===== src/rtl/pwsfd_pkg.sv =====
`timescale 1ns / 1ps

package pwsfd_pkg;

    // Default sizes handed to the top level.
    localparam int DEF_FRAME_BITS = 36;
    localparam int DEF_WIDTH_BITS = 16;

    // Configuration register file geometry.
    localparam int REG_W     = 16;
    localparam int NUM_REGS  = 8;
    localparam int CFG_IDX_W = 3;

    // Register indexes on the configuration port.
    typedef enum logic [CFG_IDX_W-1:0] {
        REG_SYNC_MIN = 3'd0,
        REG_SYNC_MAX = 3'd1,
        REG_ZERO_MIN = 3'd2,
        REG_ZERO_MAX = 3'd3,
        REG_ONE_MIN  = 3'd4,
        REG_ONE_MAX  = 3'd5,
        REG_MARK_MIN = 3'd6,
        REG_MARK_MAX = 3'd7
    } cfg_index_t;

    // Register values after reset.
    localparam logic [REG_W-1:0] RST_SYNC_MIN = 16'd7500;
    localparam logic [REG_W-1:0] RST_SYNC_MAX = 16'd10000;
    localparam logic [REG_W-1:0] RST_ZERO_MIN = 16'd1500;
    localparam logic [REG_W-1:0] RST_ZERO_MAX = 16'd2500;
    localparam logic [REG_W-1:0] RST_ONE_MIN  = 16'd3500;
    localparam logic [REG_W-1:0] RST_ONE_MAX  = 16'd4500;
    localparam logic [REG_W-1:0] RST_MARK_MIN = 16'd330;
    localparam logic [REG_W-1:0] RST_MARK_MAX = 16'd530;

    // Pulse width windows, all exclusive on both ends.
    typedef struct packed {
        logic [REG_W-1:0] sync_min;
        logic [REG_W-1:0] sync_max;
        logic [REG_W-1:0] zero_min;
        logic [REG_W-1:0] zero_max;
        logic [REG_W-1:0] one_min;
        logic [REG_W-1:0] one_max;
        logic [REG_W-1:0] mark_min;
        logic [REG_W-1:0] mark_max;
    } windows_t;

    // Decoded frame fields.
    localparam int SENSOR_ID_W  = 4;
    localparam int ROLLING_ID_W = 8;
    localparam int CHANNEL_W    = 3;
    localparam int CH_BITS_W    = 2;
    localparam int TEMP_W       = 12;

    // Frame layout, counted from the first bit received.
    localparam int POS_SENSOR_ID  = 0;
    localparam int POS_ROLLING_ID = 4;
    localparam int POS_BATTERY    = 12;
    localparam int POS_BUTTON     = 13;
    localparam int POS_CHANNEL    = 14;
    localparam int POS_TEMP       = 16;

    typedef struct packed {
        logic                     frame_done;
        logic [SENSOR_ID_W-1:0]   sensor_id;
        logic [ROLLING_ID_W-1:0]  rolling_id;
        logic                     battery_flag;
        logic                     button_flag;
        logic [CHANNEL_W-1:0]     channel;
        logic signed [TEMP_W-1:0] temperature;
    } result_t;

    // Result stream packing.
    localparam int OUT_FIELDS_W = TEMP_W + CHANNEL_W + 1 + 1 + ROLLING_ID_W + SENSOR_ID_W;
    localparam int OUT_DATA_W   = ((OUT_FIELDS_W + 7) / 8) * 8;
    localparam int OUT_PAD_W    = OUT_DATA_W - OUT_FIELDS_W;

endpackage


===== src/rtl/pwsfd_cfg_regs.sv =====
`timescale 1ns / 1ps

module pwsfd_cfg_regs
    import pwsfd_pkg::*;
(
    input  logic                 clk,
    input  logic                 rst_n,
    input  logic                 cfg_we,
    input  logic [CFG_IDX_W-1:0] cfg_index,
    input  logic [REG_W-1:0]     cfg_data,
    output windows_t             windows
);

    windows_t win_reg;
    windows_t win_next;

    // Write decode for the window registers.
    always_comb
    begin
        win_next = win_reg;
        if (cfg_we)
        begin
            case (cfg_index_t'(cfg_index))
                REG_SYNC_MIN: win_next.sync_min = cfg_data;
                REG_SYNC_MAX: win_next.sync_max = cfg_data;
                REG_ZERO_MIN: win_next.zero_min = cfg_data;
                REG_ZERO_MAX: win_next.zero_max = cfg_data;
                REG_ONE_MIN:  win_next.one_min  = cfg_data;
                REG_ONE_MAX:  win_next.one_max  = cfg_data;
                REG_MARK_MIN: win_next.mark_min = cfg_data;
                REG_MARK_MAX: win_next.mark_max = cfg_data;
                default:      win_next = win_reg;
            endcase
        end
    end

    always_ff @(posedge clk or negedge rst_n)
    begin
        if (!rst_n)
        begin
            win_reg.sync_min <= RST_SYNC_MIN;
            win_reg.sync_max <= RST_SYNC_MAX;
            win_reg.zero_min <= RST_ZERO_MIN;
            win_reg.zero_max <= RST_ZERO_MAX;
            win_reg.one_min  <= RST_ONE_MIN;
            win_reg.one_max  <= RST_ONE_MAX;
            win_reg.mark_min <= RST_MARK_MIN;
            win_reg.mark_max <= RST_MARK_MAX;
        end
        else
        begin
            win_reg <= win_next;
        end
    end

    assign windows = win_reg;

endmodule


===== src/rtl/pwsfd_core.sv =====
`timescale 1ns / 1ps

module pwsfd_core
    import pwsfd_pkg::*;
#(
    parameter int FRAME_BITS = DEF_FRAME_BITS,
    parameter int WIDTH_BITS = DEF_WIDTH_BITS
)
(
    input  logic                  clk,
    input  logic                  rst_n,
    input  logic                  step,
    input  logic [WIDTH_BITS-1:0] pulse_width,
    input  logic                  pulse_high,
    input  windows_t              windows,
    output result_t               result
);

    localparam int COMP_W = (WIDTH_BITS > REG_W) ? WIDTH_BITS : REG_W;
    localparam int CNT_W  = $clog2(FRAME_BITS + 1);
    localparam logic [COMP_W-1:0] WMASK = COMP_W'({WIDTH_BITS{1'b1}});
    localparam logic [CNT_W-1:0]  FRAME_LEN = CNT_W'(FRAME_BITS);

    logic                  synced_reg;
    logic                  synced_next;
    logic [CNT_W-1:0]      count_reg;
    logic [CNT_W-1:0]      count_next;
    logic [CNT_W-1:0]      count_inc;
    logic [FRAME_BITS-1:0] frame_reg;
    logic [FRAME_BITS-1:0] frame_next;
    logic [COMP_W-1:0]     width_ext;
    logic                  in_sync;
    logic                  in_zero;
    logic                  in_one;
    logic                  in_mark;
    logic                  done;

    // Exclusive window test; the bounds are cut to the pulse width range.
    function automatic logic in_window(input logic [COMP_W-1:0] w,
                                       input logic [REG_W-1:0]  lo,
                                       input logic [REG_W-1:0]  hi);
        logic [COMP_W-1:0] lo_m;
        logic [COMP_W-1:0] hi_m;
        lo_m = COMP_W'(lo) & WMASK;
        hi_m = COMP_W'(hi) & WMASK;
        return (w > lo_m) && (w < hi_m);
    endfunction

    assign width_ext = COMP_W'(pulse_width);
    assign in_sync   = in_window(width_ext, windows.sync_min, windows.sync_max);
    assign in_zero   = in_window(width_ext, windows.zero_min, windows.zero_max);
    assign in_one    = in_window(width_ext, windows.one_min, windows.one_max);
    assign in_mark   = in_window(width_ext, windows.mark_min, windows.mark_max);
    assign count_inc = count_reg + 1'b1;

    // Sync tracking and bit collection. Bits shift in at the bottom so the
    // first bit of a frame ends up as the most significant one.
    always_comb
    begin
        synced_next = synced_reg;
        count_next  = count_reg;
        frame_next  = frame_reg;
        done        = 1'b0;
        if (step)
        begin
            if (pulse_high)
            begin
                if (!in_mark)
                begin
                    synced_next = 1'b0;
                end
            end
            else if (!synced_reg)
            begin
                if (in_sync)
                begin
                    synced_next = 1'b1;
                    count_next  = '0;
                    frame_next  = '0;
                end
            end
            else
            begin
                if (in_zero || in_one)
                begin
                    count_next = count_inc;
                    frame_next = {frame_reg[FRAME_BITS-2:0], !in_zero};
                    if (count_inc == FRAME_LEN)
                    begin
                        done        = 1'b1;
                        synced_next = 1'b0;
                    end
                end
                else
                begin
                    synced_next = 1'b0;
                end
            end
        end
    end

    always_ff @(posedge clk or negedge rst_n)
    begin
        if (!rst_n)
        begin
            synced_reg <= 1'b0;
            count_reg  <= '0;
            frame_reg  <= '0;
        end
        else
        begin
            synced_reg <= synced_next;
            count_reg  <= count_next;
            frame_reg  <= frame_next;
        end
    end

    // Field extraction from the completed frame; all zero otherwise.
    always_comb
    begin
        result = '0;
        if (done)
        begin
            result.frame_done   = 1'b1;
            result.sensor_id    = frame_next[FRAME_BITS-1-POS_SENSOR_ID -: SENSOR_ID_W];
            result.rolling_id   = frame_next[FRAME_BITS-1-POS_ROLLING_ID -: ROLLING_ID_W];
            result.battery_flag = frame_next[FRAME_BITS-1-POS_BATTERY];
            result.button_flag  = frame_next[FRAME_BITS-1-POS_BUTTON];
            result.channel      = CHANNEL_W'(frame_next[FRAME_BITS-1-POS_CHANNEL -: CH_BITS_W])
                                  + CHANNEL_W'(1);
            result.temperature  = frame_next[FRAME_BITS-1-POS_TEMP -: TEMP_W];
        end
    end

endmodule


===== src/rtl/pulse_width_sensor_frame_decoder.sv =====
`timescale 1ns / 1ps
// A pulse is taken into the input register, then decoded into the result register,
// from which its result transfer is made; a stalled result stream holds the input stage.
// Throughput: one pulse per cycle while the result stream is not stalled; every pulse
// gives exactly one result transfer. The sync state and bit store update from the input
// register as it advances. Reset (rst_n low, asynchronous) empties both stages, returns
// to idle and restores the default pulse windows.

module pulse_width_sensor_frame_decoder
    import pwsfd_pkg::*;
#(
    parameter int FRAME_BITS = DEF_FRAME_BITS,
    parameter int WIDTH_BITS = DEF_WIDTH_BITS
)
(
    input  logic                                clk,
    input  logic                                rst_n,
    // Pulse stream
    input  logic                                s_tvalid,
    output logic                                s_tready,
    input  logic [((WIDTH_BITS+7)/8)*8-1:0]     s_tdata,   // pulse_width
    input  logic                                s_tuser,   // pulse_high
    // Result stream
    output logic                                m_tvalid,
    input  logic                                m_tready,
    // sensor_id, rolling_id, battery_flag, button_flag, channel, temperature
    output logic [OUT_DATA_W-1:0]               m_tdata,
    output logic                                m_tuser,   // frame_done
    // Configuration writes
    input  logic                                cfg_we,
    input  logic [CFG_IDX_W-1:0]                cfg_index,
    input  logic [REG_W-1:0]                    cfg_data
);

    logic                  in_valid_reg;
    logic                  in_valid_next;
    logic [WIDTH_BITS-1:0] in_width_reg;
    logic                  in_high_reg;
    logic                  out_valid_reg;
    logic                  out_valid_next;
    result_t               out_result_reg;
    result_t               result;
    windows_t              windows;
    logic                  advance;
    logic                  in_xfer;

    pwsfd_cfg_regs u_cfg_regs (
        .clk       (clk),
        .rst_n     (rst_n),
        .cfg_we    (cfg_we),
        .cfg_index (cfg_index),
        .cfg_data  (cfg_data),
        .windows   (windows)
    );

    pwsfd_core #(
        .FRAME_BITS (FRAME_BITS),
        .WIDTH_BITS (WIDTH_BITS)
    ) u_core (
        .clk         (clk),
        .rst_n       (rst_n),
        .step        (advance),
        .pulse_width (in_width_reg),
        .pulse_high  (in_high_reg),
        .windows     (windows),
        .result      (result)
    );

    // Handshake: the input stage moves on whenever the result register is
    // free or being emptied in this cycle.
    assign advance  = in_valid_reg && (!out_valid_reg || m_tready);
    assign s_tready = !in_valid_reg || advance;
    assign in_xfer  = s_tvalid && s_tready;

    always_comb
    begin
        in_valid_next  = in_xfer ? 1'b1 : (advance ? 1'b0 : in_valid_reg);
        out_valid_next = advance ? 1'b1 : (m_tready ? 1'b0 : out_valid_reg);
    end

    // Valid flags.
    always_ff @(posedge clk or negedge rst_n)
    begin
        if (!rst_n)
        begin
            in_valid_reg  <= 1'b0;
            out_valid_reg <= 1'b0;
        end
        else
        begin
            in_valid_reg  <= in_valid_next;
            out_valid_reg <= out_valid_next;
        end
    end

    // Payload registers.
    always_ff @(posedge clk)
    begin
        if (in_xfer)
        begin
            in_width_reg <= s_tdata[WIDTH_BITS-1:0];
            in_high_reg  <= s_tuser;
        end
        if (advance)
        begin
            out_result_reg <= result;
        end
    end

    // Result transfer packing, first field in the lowest bits.
    assign m_tvalid = out_valid_reg;
    assign m_tuser  = out_result_reg.frame_done;
    assign m_tdata  = {{OUT_PAD_W{1'b0}},
                       out_result_reg.temperature,
                       out_result_reg.channel,
                       out_result_reg.button_flag,
                       out_result_reg.battery_flag,
                       out_result_reg.rolling_id,
                       out_result_reg.sensor_id};

endmodule


===== config.mk =====
export PLATFORM = sky130hd
export DESIGN_NAME = pulse_width_sensor_frame_decoder
export DESIGN_NICKNAME = d
export VERILOG_FILES = /design/src/rtl/pwsfd_pkg.sv /design/src/rtl/pwsfd_cfg_regs.sv /design/src/rtl/pwsfd_core.sv /design/src/rtl/pulse_width_sensor_frame_decoder.sv
export SDC_FILE = /design/constraint.sdc
export NUM_CORES = 1
export LEC_CHECK = 0
export BUFFER_PORTS_ARGS = -buffer_cell sky130_fd_sc_hd__buf_2
export CAP_MARGIN = 10
export CORE_AREA = 4 4 137 166
export CTS_CLUSTER_DIAMETER = 60
export CTS_CLUSTER_SIZE = 40
export DETAILED_ROUTE_END_ITERATION = 10
export DIE_AREA = 0 0 141 170
export PLACE_DENSITY = 0.75
export SLEW_MARGIN = 40
export SYNTH_ARGS = -nofsm -noshare
export SYNTH_HDL_FRONTEND = slang
export SYNTH_SLANG_ARGS = --single-unit

===== constraint.sdc =====
create_clock -name clk -period 2.9 [get_ports clk]
set_input_delay 0.58 -clock clk [delete_from_list [all_inputs] [get_ports clk]]
set_output_delay 0.58 -clock clk [all_outputs]
set_load 0.03 [all_outputs]

After elaboration in Yosys (flattened, before gate mapping)
Cells that the tools add are included.
{ "totals": {"output_inout_bits": 35, "register_bits": 220} }
{ "classes": {"n_eq_ne": 10, "bitwise_logic": 1, "reduce_logical": 26, "muxes": 24, "order_cmp": 8, "addsub": 2} }
{ "op_table": {"columns": ["operator", "count"], "rows": [
  ["$mux W36", 5],
  ["$gt A16 B16 Y1", 4],
  ["$lt A16 B16 Y1", 4],
  ["$mux W30", 1],
  ["$mux W6", 3],
  ["$reduce_and A2 Y1", 9],
  ["$mux W1", 15],
  ["$eq A3 B3 Y1 const B", 4],
  ["$add A6 B1 Y6 const B", 1],
  ["$eq A3 B2 Y1 const B", 2],
  ["$eq A6 B6 Y1 const B", 1],
  ["$logic_and A1 B1 Y1", 6],
  ["$reduce_bool A2 Y1", 3],
  ["$ne A2 B2 Y1 const B", 2],
  ["$reduce_and A4 Y1", 1],
  ["$add A2 B1 Y3 const B", 1],
  ["$eq A3 B1 Y1 const B", 1],
  ["$logic_not A1 Y1", 3],
  ["$logic_not A3 Y1", 1],
  ["$logic_or A1 B1 Y1", 3],
  ["$not A1 Y1", 1]
]} }

Depth between registers and ports, before layout
{ "depth": {"depth_word": 9, "ltp_mapped": 13, "mapped_depth_nobuf": 11} }

By module
Synthesis repeated with hierarchy kept, for this count alone.
{ "unflattened": {"hier_cells": 993, "area_unflattened_um2": 11927.7} }
{ "by_module_without_submodules": {"columns": ["mod", "area_per_inst_um2", "seq_area_each_um2", "cells_per_inst", "instances"], "rows": [
  ["pwsfd_core", 5417.7, 1051.0, 655, 1],
  ["pwsfd_cfg_regs", 4968.5, 3256.9, 279, 1],
  ["pulse_width_sensor_frame_decoder", 1541.5, 1461.4, 59, 1]
]} }

Least setup slack after synthesis
Ideal clock, no wire load.
{ "synth_timing": {"path_type": "reg2reg", "from": "register in_width_reg[14]", "to": "register out_result_reg (netlist bit m_tdata[15]) (data pin)", "arrival_ps": 2842, "required_time_ps": 2645, "stages_incl_launch_ff": 11, "period_less_slack_ps": 3097, "slack_ps": -197, "setup_ps": 255, "cell_sequence": "edfxtp_1 > ha_1 > nand4_1 > nor4_1 > or3_1 > a211oi_2 > a32oi_2 > a2111o_1 > a22o_1 > ha_1 > and2_1"} }
{ "synth_via": {"elab_chain_len": 8} }
{ "synth_lines": {"columns": ["element", "line_no", "source"], "rows": [
  ["start: declaration", "pulse_width_sensor_frame_decoder.sv:37", "logic [WIDTH_BITS-1:0] in_width_reg;"],
  ["start signal: assignment", "pulse_width_sensor_frame_decoder.sv:101", "in_width_reg <= s_tdata[WIDTH_BITS-1:0];"],
  ["$gt A16 B16 Y1 or $lt A16 B16 Y1 (tied branches)", "pwsfd_core.sv:46", "return (w > lo_m) && (w < hi_m);"],
  ["$logic_and A1 B1 Y1", "pwsfd_core.sv:46", null],
  ["$logic_or A1 B1 Y1", "pwsfd_core.sv:84", "if (in_zero || in_one)"],
  ["$mux W36", "pwsfd_core.sv:84", null],
  ["$mux W36 (*)", "pwsfd_core.sv:73", "else if (!synced_reg)"],
  ["$mux W36 (*)", "pwsfd_core.sv:66", "if (pulse_high)"],
  ["$mux W36 (*)", "pwsfd_core.sv:64", "if (step)"],
  ["via u_core.frame_next[21]", "pwsfd_core.sv:30", "logic [FRAME_BITS-1:0] frame_next;"],
  ["$add A2 B1 Y3 (*)", "pwsfd_core.sv:130", "+ CHANNEL_W'(1);"],
  ["end signal: assignment", "pulse_width_sensor_frame_decoder.sv:106", "out_result_reg <= result;"],
  ["end: declaration", "pulse_width_sensor_frame_decoder.sv:41", "result_t out_result_reg;"]
]} }
The timed path passes the listed nets; every way through them passes the cells marked *. The select of a mux whose other input is x is not followed.
A chain may end at the register's enable or synchronous reset.

Final worst setup path
{ "layout_timing": {"from": "register in_width_reg[13]", "to": "register out_result_reg (netlist bit m_tdata[15]) (data pin)"} }
The elaborated chain is that of the path after synthesis.

==> impl_metrics.toml <==
[clock_tree]
root_buffer = "clkbuf_16"
worst_setup_hold_path_clk_slew_ns = 0.10
cts_tree = "done"
worst_case_clock_buffer_depth = 3
cts_made_buffers = 15
insertion_delay_ns = 0.50
cts_htree_levels = 1
clk_sink_count = 219

[logic_synthesis]
netlist_top_cells_area = "dfrtp_1 (28%), ha_1 (14%), edfxtp_1 (12%), dfstp_2 (9.8%), mux2_2 (6.7%)"
synth_seq_area_share_pct = 50.3
synthArstFlopShare_pct = 78.5
yosysTopAreaCellShare_pct = 28.1
synth.lib_cells_used.distinct = 55
synthTopCellsByCount = "dfrtp_1 (129), ha_1 (126), inv_1 (126)"
synth.yosys.warnings = 0
synth_top_flop_cell = "dfrtp_1"
synthesis.instances = 1070
yosysMostFrequentCell = "dfrtp_1"
syn-cell-area_sq_um = 11500
mean_cell_area_of_the_mapped_netlist_sq_um = 10.7
synth_edf_count = 47
synth-seq-cells = 219
synthDominantAreaCellType = "dfrtp_1"

[setup_path]
cell_chain_critical_path = "buf_6, buf_4, ha_1, nand4_1, a21oi_1, nor4_2, a31oi_4, a2111o_1, a22o_1, ha_4, and2_4"
worstPathMaxFanout = 3
critical-path-top-delay-family = "compound AO/OA/AOI/OAI gates"
timing_worst_setup_path_type = "flip-flop to flip-flop"
critical_path.slowest_cell = "edfxtp_1"
crit_required_ns = 3.17
cp.buffers_inverters = 2
rr_worst_depth = 11
timing.critical_path.depth = 11
critical-path-max-stage-delay_ns = 0.51
setup.worst_path.start_class = "flip-flop"
worst_setup_path_end_kind = "flip-flop"
cp_data_arrival_time_ns = 3.46

[placed_design]
placement.io_buffers = 72
gp_congestion = 0.941
detailed_placement_hpwl_mm = 20.5
postPlaceCellArea_sq_um = 12500

[floorplanning]
fp.coreArea_sq_um = 21300
row_count = 59
boundaryPins = 76
die_width_um = 141
design.die.area_sq_um = 24000
initial_utilization_pct = 54.0
die_h_um = 170

[sta]
rsz0062_at_grt = "yes"
worst_slew_pin_slew_ns = 0.556
fin_crit_sh_pct = 110
fin_skew_ns = 0.0194
timing.slew.headroom_pct = 62.5
hold_violation_total_from_the_final_report = 0
count_of_final_max_slew_check_failures = 0
finalSetupViolations = 29
layout_setup_ws_ns = -0.292
timing.hold.ws_ns = 0.0662
max_freq_mhz = 313
min_period_ns = 3.19

[flow_run]
drv_cap = 0

[route]
viasPerCell = 5.74
ant_nets = 0
drt_iter0_drc = 562
routed-via-count = 8650
totalWireLength_mm = 30.2
wl_per_cell_um = 20.0
drc_errors = 0
drt_pre_antenna_iters = 5

[global_routing]
global_route.usage.met1_pct = 28.6
global_route.overflow_total = 0
met3_usage_pct = 3.93
global_route.peak_usage_layer = "met2"
grt_antenna_before_repair = 1
grt_pass1_wl_mm = 45.4
gr_util_met2_pct = 42.7
grt.total_usage_pct = 23.9
largest_net_degree_at_the_start_of_global_routing = 63
vias_in_the_first_global_route = 8516

[run_status]
status = "finished with violations"
failed_checks = "negative setup slack"

[layout]
largest_register_ff_count = 128
sequential_cell_area_sq_um = 5770
antenna_cells = 0
synthToLayoutAreaGrowth_pct = 22.1
finalNetCount = 1392
drive_above_1_share_pct = 32.5
postLayoutCellArea_sq_um = 14000
area_of_the_multi_input_gates_sq_um = 5630
fillerInstances = 1570

[pwr]
p_leak_nw = 6.30
power_density_nw_per_um2 = 636
max-vdd-ir-drop_v = 0.000651

[min_path]
timing.hold.worst.class = "input port to async pin"
==> stage by stage <==
step | utilization, % | power, W | setup slack [ns] | TNS (ns) | cells
global route | 65.9 | 0.00939 | -0.381 | -3.23 | 1507
CTS | 63.1 | 0.00859 | -0.201 | -0.306 | 1486
floorplan | - | 0.00540 | -0.173 | -0.251 | 1072
detailed placement | 59.0 | 0.00625 | -0.353 | -3.13 | 1442
finish | 65.9 | 0.00891 | -0.292 | -1.80 | 1507
global placement | 59.0 | 0.00615 | -0.232 | -1.02 | 1442
==> layer usage <==
metal  part of all wire (%)  wire (um)  vias up
met5                      0          0        -
li1                       -          -     4051
met2                     51      15400      276
met3                    5.3       1610       91
met1                     38      11600     4232
met4                    5.2       1580        0
==> placed cells by master (no fill, tap or decap), types with 42 or more instances in the layout <==
master and count:
mux2_2 68, ha_1 101, nand2b_1 42, o21ai_0 85, buf_2 71, buf_4 81, dfstp_2 43, nand2_1 85
dfrtp_1 129, edfxtp_1 47, inv_1 125, nand3_1 52
==> final timing paths <==
path / startpoint / to / slack [ns]
min reg2reg: u_cfg_regs.windows[120]$_DFFE_PN1P_ / u_cfg_regs.windows[120]$_DFFE_PN1P_ / 0.51
max: in_width_reg[13]$_DFFE_PP_ / m_tdata[15]$_SDFFCE_PN0P_ / -0.29
min in group clk: s_tdata[0] / in_width_reg[0]$_DFFE_PP_ / 0.26
min: rst_n / u_cfg_regs.windows[111]$_DFFE_PN0P_ / 0.07
max in group asynchronous: rst_n / u_cfg_regs.windows[75]$_DFFE_PN1P_ / 2.07
max reg2reg: in_width_reg[13]$_DFFE_PP_ / m_tdata[15]$_SDFFCE_PN0P_ / -0.29
==> logic make-up after synthesis <==
| group | Yosys count | share of synthesized area, % |
|---|---|---|
| compound gates | 207 | 10.8 |
| fa+ha+maj | 126 | 13.7 |
| flops | 219 | 50.3 |
| mux | 68 | 6.67 |
| buf+inv | 168 | 5.82 |
| other cells | 1 | 0.0327 |
| simple gates | 281 | 12.6 |
==> final cells by class <==
cell class | instances | area share (%)
flip-flops and latches | 219 | 41.2
multi-input cells | 685 | 40.2
repair buffers | 178 | 9.25
inverters | 126 | 3.38
clock buffers | 15 | 2.68
well taps | 274 | 2.45
clock inverters | 10 | 0.858
==> power by group <==
part           total (W)  internal (W)  leakage [nW]  switching, W
clock            0.00218       0.00102         0.239       0.00117
combinational    0.00276       0.00124          3.52       0.00152
sequential       0.00396       0.00371          2.54      0.000252
total            0.00891       0.00596          6.30       0.00294
==> what timing repair did <==
action | CTS | global route
endpoints found under the hold margin | 0 | 0
buffers inserted | 20 | 21
pin swaps | 25 | 42
resized for setup | 37 | 80
cloned | 1 | 2
hold buffers | 0 | 0
endpoints found under the setup margin | 32 | 67
(Power assumes the default switching activity.)
